===== config.mk =====
export PLATFORM = sky130hd
export DESIGN_NAME = http_request_line_parser_core
export DESIGN_NICKNAME = d
export VERILOG_FILES = /design/src/rtl/http_rlp_pkg.sv /design/src/rtl/http_request_line_parser_core.sv
export SDC_FILE = /design/constraint.sdc
export NUM_CORES = 1
export LEC_CHECK = 0
export BUFFER_PORTS_ARGS = -buffer_cell sky130_fd_sc_hd__buf_2
export CAP_MARGIN = 5
export CORE_ASPECT_RATIO = 2
export CORE_MARGIN = 1.5
export CORE_UTILIZATION = 34
export CTS_CLUSTER_DIAMETER = 30
export DETAILED_ROUTE_END_ITERATION = 10
export SLEW_MARGIN = 15
export SYNTH_ARGS = -nofsm -noshare
export SYNTH_HDL_FRONTEND = slang
export SYNTH_SLANG_ARGS = --single-unit

===== constraint.sdc =====
create_clock -name clk -period 5.75 [get_ports clk]
set_input_delay 0.2875 -clock clk [delete_from_list [all_inputs] [get_ports clk]]
set_output_delay 0.2875 -clock clk [all_outputs]
set_load 0.01 [all_outputs]

===== src/rtl/http_rlp_pkg.sv =====
// ----------------------------------------------------------------------------
// http_rlp_pkg
// Shared types and constants for the request-line parser: the parser
// states, the status codes, the offset width and the character codes.
// ----------------------------------------------------------------------------
package http_rlp_pkg;

  // line buffer size and offset counter range
  localparam int LINE_BYTES = 4096;
  localparam int OFF_W      = 12;
  localparam int OFF_LIMIT  = (LINE_BYTES - 1) < ((1 << OFF_W) - 1) ?
                              (LINE_BYTES - 1) : ((1 << OFF_W) - 1);
  localparam logic [OFF_W-1:0] OFFSET_MAX = OFF_LIMIT[OFF_W-1:0];

  localparam int VER_W  = 8;
  localparam int PREF_W = 24;

  // request-line parser states, one-hot
  typedef enum logic [14:0] {
    ST_START       = 15'b000000000000001,
    ST_METHOD      = 15'b000000000000010,
    ST_SP_URI      = 15'b000000000000100,
    ST_URI         = 15'b000000000001000,
    ST_HTTP        = 15'b000000000010000,
    ST_H           = 15'b000000000100000,
    ST_HT          = 15'b000000001000000,
    ST_HTT         = 15'b000000010000000,
    ST_HTTP_SLASH  = 15'b000000100000000,
    ST_MAJ0        = 15'b000001000000000,
    ST_MAJ         = 15'b000010000000000,
    ST_MIN0        = 15'b000100000000000,
    ST_MIN         = 15'b001000000000000,
    ST_SP_END      = 15'b010000000000000,
    ST_CR          = 15'b100000000000000
  } parse_state_t;

  // per-byte status
  typedef enum logic [1:0] {
    RES_AGAIN      = 2'd0,
    RES_DONE       = 2'd1,
    RES_BAD_METHOD = 2'd2,
    RES_BAD_REQ    = 2'd3
  } status_t;

  // character codes
  localparam logic [7:0] CH_CR    = 8'h0D;
  localparam logic [7:0] CH_LF    = 8'h0A;
  localparam logic [7:0] CH_SP    = 8'h20;
  localparam logic [7:0] CH_G     = 8'h47;
  localparam logic [7:0] CH_E     = 8'h45;
  localparam logic [7:0] CH_T     = 8'h54;
  localparam logic [7:0] CH_H     = 8'h48;
  localparam logic [7:0] CH_P     = 8'h50;
  localparam logic [7:0] CH_A     = 8'h41;
  localparam logic [7:0] CH_Z     = 8'h5A;
  localparam logic [7:0] CH_UNDER = 8'h5F;
  localparam logic [7:0] CH_SLASH = 8'h2F;
  localparam logic [7:0] CH_DOT   = 8'h2E;
  localparam logic [7:0] CH_0     = 8'h30;
  localparam logic [7:0] CH_1     = 8'h31;
  localparam logic [7:0] CH_9     = 8'h39;

  localparam logic [PREF_W-1:0] GET_WORD = {CH_G, CH_E, CH_T};
  localparam logic [OFF_W-1:0]  GET_LEN  = OFF_W'(3);
  localparam logic [VER_W-1:0]  VER_SAT  = {VER_W{1'b1}};

  // upper-case letter or underscore
  function automatic logic is_method_char(input logic [7:0] c);
    return ((c >= CH_A) && (c <= CH_Z)) || (c == CH_UNDER);
  endfunction

  function automatic logic is_digit(input logic [7:0] c);
    return (c >= CH_0) && (c <= CH_9);
  endfunction

  // v * 10 + digit, saturating at the top of the version range
  function automatic logic [VER_W-1:0] sat_dec(input logic [VER_W-1:0] v,
                                               input logic [7:0] c);
    logic [11:0] acc;
    logic [11:0] dig;
    dig = {4'd0, c - CH_0};
    acc = ({4'd0, v} << 3) + ({4'd0, v} << 1) + dig;
    return (acc > {4'd0, VER_SAT}) ? VER_SAT : acc[VER_W-1:0];
  endfunction

endpackage


===== src/rtl/http_request_line_parser_core.sv =====
// ----------------------------------------------------------------------------
// http_request_line_parser_core
// Byte-serial HTTP request-line parser with status, method, versions and
// field offsets reported after every byte.
// ----------------------------------------------------------------------------
// One byte enters per cycle and one result leaves per byte: the byte is
// held in an input register, the parser step runs between that register
// and the result register, and the result register doubles as the output
// stage, so a full rate of one byte per cycle holds as long as the result
// side does not stall. The parser skips
// leading CR/LF, checks the method (upper case or underscore, GET flagged),
// then the URI, "HTTP/", major.minor versions (saturating at 255), optional
// spaces and CR LF or a bare LF. After line done or any error all parser
// state returns to its reset values and the next byte starts a new line.
// Offsets count from the first byte after the previous line end or error
// and saturate at the top of the offset range.
module http_request_line_parser_core (
  input  logic                             clk,
  input  logic                             rst_n,
  input  logic                             in_valid,
  output logic                             in_stall,
  input  logic [7:0]                       in_data_byte,
  output logic                             out_valid,
  input  logic                             out_stall,
  output logic [1:0]                       out_status,
  output logic                             out_method_code,
  output logic [http_rlp_pkg::VER_W-1:0]   out_version_major,
  output logic [http_rlp_pkg::VER_W-1:0]   out_version_minor,
  output logic [http_rlp_pkg::OFF_W-1:0]   out_line_start_pos,
  output logic [http_rlp_pkg::OFF_W-1:0]   out_method_end_pos,
  output logic [http_rlp_pkg::OFF_W-1:0]   out_uri_start_pos,
  output logic [http_rlp_pkg::OFF_W-1:0]   out_uri_end_pos,
  output logic [http_rlp_pkg::OFF_W-1:0]   out_line_end_pos
);
  import http_rlp_pkg::*;

  // input stage
  logic             in_vld_r;
  logic [7:0]       in_byte_r;

  // parser state
  parse_state_t     state_r, state_nxt;
  logic [OFF_W-1:0] byte_off_r, byte_off_nxt;
  logic [OFF_W-1:0] start_off_r, start_off_nxt;
  logic [OFF_W-1:0] meth_end_r, meth_end_nxt;
  logic [OFF_W-1:0] uri_start_r, uri_start_nxt;
  logic [OFF_W-1:0] uri_end_r, uri_end_nxt;
  logic [OFF_W-1:0] end_off_r, end_off_nxt;
  logic             end_seen_r, end_seen_nxt;
  logic [VER_W-1:0] major_r, major_nxt;
  logic [VER_W-1:0] minor_r, minor_nxt;
  logic             is_get_r, is_get_nxt;
  logic [PREF_W-1:0] prefix_r, prefix_nxt;

  // output stage
  logic             out_vld_r;
  status_t          res_r;
  logic             res_get_r;
  logic [VER_W-1:0] res_major_r, res_minor_r;
  logic [OFF_W-1:0] res_start_r, res_meth_end_r, res_uri_start_r;
  logic [OFF_W-1:0] res_uri_end_r, res_end_r;

  // step results before the end-of-line clear
  status_t          res;
  parse_state_t     st_upd;
  logic [OFF_W-1:0] start_upd, meth_end_upd, uri_start_upd, uri_end_upd, end_upd;
  logic             end_seen_upd, is_get_upd;
  logic [VER_W-1:0] major_upd, minor_upd;
  logic [PREF_W-1:0] prefix_upd;

  logic             out_free;
  logic             step;
  logic [7:0]       c;
  logic [OFF_W-1:0] pos;

  // handshake and pipeline advance
  assign out_free = !out_vld_r || !out_stall;
  assign step     = in_vld_r && out_free;
  assign in_stall = in_vld_r && !out_free;
  assign c        = in_byte_r;
  assign pos      = byte_off_r;

  // one parser step
  always_comb begin
    res           = RES_AGAIN;
    st_upd        = state_r;
    start_upd     = start_off_r;
    meth_end_upd  = meth_end_r;
    uri_start_upd = uri_start_r;
    uri_end_upd   = uri_end_r;
    end_upd       = end_off_r;
    end_seen_upd  = end_seen_r;
    major_upd     = major_r;
    minor_upd     = minor_r;
    is_get_upd    = is_get_r;
    prefix_upd    = prefix_r;
    unique case (state_r)
      ST_START: begin
        start_upd = pos;
        if ((c == CH_CR) || (c == CH_LF)) begin
          st_upd = ST_START;
        end else if (!is_method_char(c)) begin
          res = RES_BAD_METHOD;
        end else begin
          prefix_upd = {16'd0, c};
          st_upd     = ST_METHOD;
        end
      end
      ST_METHOD: begin
        if (c == CH_SP) begin
          meth_end_upd = pos;
          is_get_upd   = ((pos - start_off_r) == GET_LEN) && (prefix_r == GET_WORD);
          st_upd       = ST_SP_URI;
        end else if (!is_method_char(c)) begin
          res = RES_BAD_METHOD;
        end else begin
          prefix_upd = {prefix_r[PREF_W-9:0], c};
        end
      end
      ST_SP_URI: begin
        if (c == CH_SLASH) begin
          uri_start_upd = pos;
          st_upd        = ST_URI;
        end else if (c != CH_SP) begin
          res = RES_BAD_REQ;
        end
      end
      ST_URI: begin
        if (c == CH_SP) begin
          uri_end_upd = pos;
          st_upd      = ST_HTTP;
        end
      end
      ST_HTTP: begin
        if (c == CH_H) st_upd = ST_H;
        else if (c != CH_SP) res = RES_BAD_REQ;
      end
      ST_H: begin
        if (c == CH_T) st_upd = ST_HT; else res = RES_BAD_REQ;
      end
      ST_HT: begin
        if (c == CH_T) st_upd = ST_HTT; else res = RES_BAD_REQ;
      end
      ST_HTT: begin
        if (c == CH_P) st_upd = ST_HTTP_SLASH; else res = RES_BAD_REQ;
      end
      ST_HTTP_SLASH: begin
        if (c == CH_SLASH) st_upd = ST_MAJ0; else res = RES_BAD_REQ;
      end
      ST_MAJ0: begin
        if ((c < CH_1) || (c > CH_9)) begin
          res = RES_BAD_REQ;
        end else begin
          major_upd = VER_W'(c - CH_0);
          st_upd    = ST_MAJ;
        end
      end
      ST_MAJ: begin
        if (c == CH_DOT) st_upd = ST_MIN0;
        else if (!is_digit(c)) res = RES_BAD_REQ;
        else major_upd = sat_dec(major_r, c);
      end
      ST_MIN0: begin
        if (!is_digit(c)) begin
          res = RES_BAD_REQ;
        end else begin
          minor_upd = VER_W'(c - CH_0);
          st_upd    = ST_MIN;
        end
      end
      ST_MIN: begin
        if (c == CH_CR) begin
          end_upd      = pos;
          end_seen_upd = 1'b1;
          st_upd       = ST_CR;
        end else if (c == CH_LF) begin
          res = RES_DONE;
        end else if (c == CH_SP) begin
          st_upd = ST_SP_END;
        end else if (is_digit(c)) begin
          minor_upd = sat_dec(minor_r, c);
        end else begin
          res = RES_BAD_REQ;
        end
      end
      ST_SP_END: begin
        if (c == CH_CR) begin
          end_upd      = pos;
          end_seen_upd = 1'b1;
          st_upd       = ST_CR;
        end else if (c == CH_LF) begin
          res = RES_DONE;
        end else if (c != CH_SP) begin
          res = RES_BAD_REQ;
        end
      end
      ST_CR: begin
        res = (c == CH_LF) ? RES_DONE : RES_BAD_REQ;
      end
      default: begin
        st_upd = ST_START;
        res    = RES_BAD_REQ;
      end
    endcase
    // bare LF ends the line at the LF itself
    if ((res == RES_DONE) && !end_seen_r) end_upd = pos;
  end

  // next state: clear after done or error, else keep the step results
  always_comb begin
    if (res != RES_AGAIN) begin
      state_nxt     = ST_START;
      byte_off_nxt  = '0;
      start_off_nxt = '0;
      meth_end_nxt  = '0;
      uri_start_nxt = '0;
      uri_end_nxt   = '0;
      end_off_nxt   = '0;
      end_seen_nxt  = 1'b0;
      major_nxt     = '0;
      minor_nxt     = '0;
      is_get_nxt    = 1'b0;
      prefix_nxt    = '0;
    end else begin
      state_nxt     = st_upd;
      byte_off_nxt  = (pos < OFFSET_MAX) ? pos + OFF_W'(1) : pos;
      start_off_nxt = start_upd;
      meth_end_nxt  = meth_end_upd;
      uri_start_nxt = uri_start_upd;
      uri_end_nxt   = uri_end_upd;
      end_off_nxt   = end_upd;
      end_seen_nxt  = end_seen_upd;
      major_nxt     = major_upd;
      minor_nxt     = minor_upd;
      is_get_nxt    = is_get_upd;
      prefix_nxt    = prefix_upd;
    end
  end

  // input register
  always_ff @(posedge clk) begin
    if (!rst_n) begin
      in_vld_r <= 1'b0;
    end else if (!in_stall) begin
      in_vld_r <= in_valid;
    end
    if (!in_stall && in_valid) in_byte_r <= in_data_byte;
  end

  // parser state registers
  always_ff @(posedge clk) begin
    if (!rst_n) begin
      state_r     <= ST_START;
      byte_off_r  <= '0;
      start_off_r <= '0;
      meth_end_r  <= '0;
      uri_start_r <= '0;
      uri_end_r   <= '0;
      end_off_r   <= '0;
      end_seen_r  <= 1'b0;
      major_r     <= '0;
      minor_r     <= '0;
      is_get_r    <= 1'b0;
      prefix_r    <= '0;
    end else if (step) begin
      state_r     <= state_nxt;
      byte_off_r  <= byte_off_nxt;
      start_off_r <= start_off_nxt;
      meth_end_r  <= meth_end_nxt;
      uri_start_r <= uri_start_nxt;
      uri_end_r   <= uri_end_nxt;
      end_off_r   <= end_off_nxt;
      end_seen_r  <= end_seen_nxt;
      major_r     <= major_nxt;
      minor_r     <= minor_nxt;
      is_get_r    <= is_get_nxt;
      prefix_r    <= prefix_nxt;
    end
  end

  // result register
  always_ff @(posedge clk) begin
    if (!rst_n) begin
      out_vld_r <= 1'b0;
    end else if (out_free) begin
      out_vld_r <= in_vld_r;
    end
    if (step) begin
      res_r           <= res;
      res_get_r       <= is_get_upd;
      res_major_r     <= major_upd;
      res_minor_r     <= minor_upd;
      res_start_r     <= start_upd;
      res_meth_end_r  <= meth_end_upd;
      res_uri_start_r <= uri_start_upd;
      res_uri_end_r   <= uri_end_upd;
      res_end_r       <= end_upd;
    end
  end

  assign out_valid          = out_vld_r;
  assign out_status         = res_r;
  assign out_method_code    = res_get_r;
  assign out_version_major  = res_major_r;
  assign out_version_minor  = res_minor_r;
  assign out_line_start_pos = res_start_r;
  assign out_method_end_pos = res_meth_end_r;
  assign out_uri_start_pos  = res_uri_start_r;
  assign out_uri_end_pos    = res_uri_end_r;
  assign out_line_end_pos   = res_end_r;

endmodule

==> summary.txt <==
Power
  – Peak VDD IR: 0.2060 mV
  – Leakage power: 5.004 nW
  – Power per cell area: 274.1 nW/um2

Cells and area
  – Antenna diodes: 0
  – Share of cells above drive strength 1: 0.1919
  – Biggest register: prefix_r
  – Non-Filler Instances: 1,779
  – Max FFs per register: 24
  – Largest registers: prefix_r: 24 flops, state_r: 15 flops
  – Layout area overhead: 15.93%
  – Filler instances: 3,457
  – Final nets: 1,374

Synth
  – Ys Warns: 0
  – Post-Syn Nets: 1,320
  – Count of cell types in the netlist: 86
  – Cell with the most instances after synthesis: nand2_1
  – Post-Syn Instances: 1,256
  – Yosys top cell area share: 0.2193
  – Async set-reset flop share out of synthesis: 0
  – Sequential share of the synthesized area: 0.4377
  – Seq cells post-synth: 218
  – Per-instance average area after synthesis: 9.521 um2
  – Synth area leaders: dfxtp_1 22%, edfxtp_1 22%, nand2_1 4.7%, mux2_2 4.3%, ha_1 4.1%
  – Top FF cell, synth: dfxtp_1
  – EDFF count, synth: 87
  – Most frequent cells after synthesis: 149 x nand2_1, 131 x dfxtp_1, 96 x a21oi_1
  – Mapped cell area: 11,960 um2
  – Biggest area consumer among synthesized cells: dfxtp_1

Run status
  – Status: finished, final reports clean

Floorplan
  – Initial core utilization: 0.3433
  – # rows: 97
  – # IOs: 93
  – Chip width: 135.6 um
  – Die span in y: 268.2 um
  – Die area: 36,380 um2
  – Core area: 34,830 um2

Critical path
  – Slowest-stage cell, CP: a2111oi_1
  – CP startpoint kind: flip-flop
  – Critical path class: flip-flop to flip-flop
  – Crit path capture type: flip-flop
  – Bufs and invs on worst path: 1
  – CP arrival: 4.86 ns
  – WP data required: 6.19 ns
  – CP top delay family: compound AO/OA/AOI/OAI gates
  – CP cell instances: or4_1 > o2bb2ai_1 > a211oi_1 > a2111oi_1 > nand4_4 > buf_4 > a21o_1 > a31o_2
  – CP peak stage delay: 0.72 ns
  – Crit-path max FO: 28

Hold path
  – Hold Crit Class: input port to flip-flop

Clock tree
  – Clock sinks: 218
  – Latest clock arrival within the worst-skew pair: 0.57 ns
  – Reg clk slew, reported paths: 0.06 ns
  – H-tree levels: 1
  – Post-CTS Setup Bufs: 0
  – Root Driver: clkbuf_16
  – CTS tree: done
  – TritonCTS Buffers: 31
  – Clock buffer depth: 3

Detailed routing
  – WL final: 36,460 um
  – DR vias: 10,150
  – Via/cell ratio: 5.704
  – First-pass detailed-route iteration total: 5
  – Antenna Nets Post-Route: 0
  – # DRC: 0
  – WL/cell: 20.49 um
  – Iteration-0 DRC Markers: 618

Global route
  – Vias in the first global route: 10,160
  – Grt total ovfl: 0
  – First-pass GRT wire length: 56,590 um
  – Largest net degree at the start of global routing: 93
  – Initial antenna violation count: 0
  – GRT Total Usage: 0.2006

Timing
  – Worst slew pin tran: 1.070 ns
  – Final hold violations: 0
  – Max Freq: 226.4 MHz
  – Slew margin rel.: 0.2813
  – RSZ-0062 raised after global routing: no
  – Layout Skew: 0.02527 ns
  – Setup tns final: 0 ns
  – Min Clock Period, post-route: 4.416 ns
  – Fin crit share: 0.7680
  – Setup violators final: 0
  – Max-slew violations: 0

Placement
  – Inst Count DP: 1,712
  – Port Buffer Count: 92
  – Final estimated routing congestion in global placement: 0.9034
  – DP HPWL: 25,430 um

Flow run
  – Max-cap violations: 0
[worst register-to-register path: cells and delay by family, from the launching register on]
| kind | cells | cell delay [ns] |
|---|---|---|
| AOI/OAI and AO/OA | 5 | 2.20 |
| and+or+nand+nor | 2 | 1.10 |
| DFF | 1 | 0.60 |
| buffers and inverters | 1 | 0.39 |
[cells in the final DEF, fill, tap and decap left out, drive strengths merged, types with 8 or more instances in the layout]
master	n
nand4	19
xor2	9
or3	8
or4	10
o211ai	25
nor4	14
a32o	15
a211o	16
o22ai	10
nor3	21
a211oi	25
nand2b	8
nand2	149
mux2i	14
or2	9
buf	113
nor2b	11
edfxtp	87
mux2	46
fa	13
clkinv	8
nand3	75
clkbuf	36
nor2	48
ha	39
xnor2	9
a21oi	97
inv	62
dfxtp	131
o21ai	47
a2111oi	10
dlygate4sd3	10
a31o	19
[power breakdown]
part / switching (W) / total, W / internal [W]
Clock: 0.000773 / 0.00191 / 0.00113
Sequential: 0.0000199 / 0.00166 / 0.00164
Combinational: 0.000171 / 0.000237 / 0.0000652
Total: 0.000964 / 0.00380 / 0.00284
[cells by family after synthesis]
group | synth area share
AOI/OAI and AO/OA | 0.1943
adders and majority gates | 0.06257
and+or+nand+nor | 0.1822
muxes | 0.05503
DFF | 0.4377
buffers and inverters | 0.05503
xor gates and xnor gates | 0.01318
[timing repair]
item,in CTS,in global routing
gates resized for setup,0,0
hold endpoints to repair,10,0
endpoints found under the setup margin,0,0
hold buffers,10,0
[per-stage QoR]
step / setup WS (ns) / hold slack (ns) / util / instance area [um2] / power, W
finish: 1.334 / 0.4087 / 0.3980 / 13860 / 0.003800
detailed placement: 1.452 / 0.4420 / 0.3648 / 12710 / 0.001922
global route: 1.186 / 0.4351 / 0.3980 / 13860 / 0.003926
floorplan: 1.583 / 0.3864 / - / 11960 / 0.001841
CTS: 1.437 / 0.3953 / 0.3978 / 13860 / 0.003839
global placement: 1.537 / 0.4350 / 0.3648 / 12710 / 0.001919
[routing by layer]
layer	GRT usage	share of wire	up-vias	wire length (um)
met2	0.3835	0.55	331	20040
li1	-	-	4799	-
met1	0.1987	0.34	4886	12380
met5	0	0	-	0
met4	0.1395	0.071	0	2576
met3	0.01905	0.040	132	1459
[final timing paths]
path / slack [ns] / end / from / cells after the start
min reg2reg: 0.45 / meth_end_r[10]$_SDFFE_PN0P_ / meth_end_r[10]$_SDFFE_PN0P_ / 2
max reg2reg: 1.33 / prefix_r[19]$_SDFFE_PN0P_ / c[1]$_DFFE_PP_ / 8
min: 0.41 / prefix_r[7]$_SDFFE_PN0P_ / rst_n / 4
max: 1.33 / prefix_r[19]$_SDFFE_PN0P_ / c[1]$_DFFE_PP_ / 8
[cell type report]
class	instances	area (um2)	share of cell area
inverter	53	203.9	0.01471
clock inverter	21	234.0	0.01688
multi-input combinational	883	6090	0.4392
tap	445	556.8	0.04016
timing repair buffer	123	730.7	0.05270
clock buffer	36	814.5	0.05875
sequential	218	5235	0.3776
Note: power is estimated with default switching activity, not from simulation.
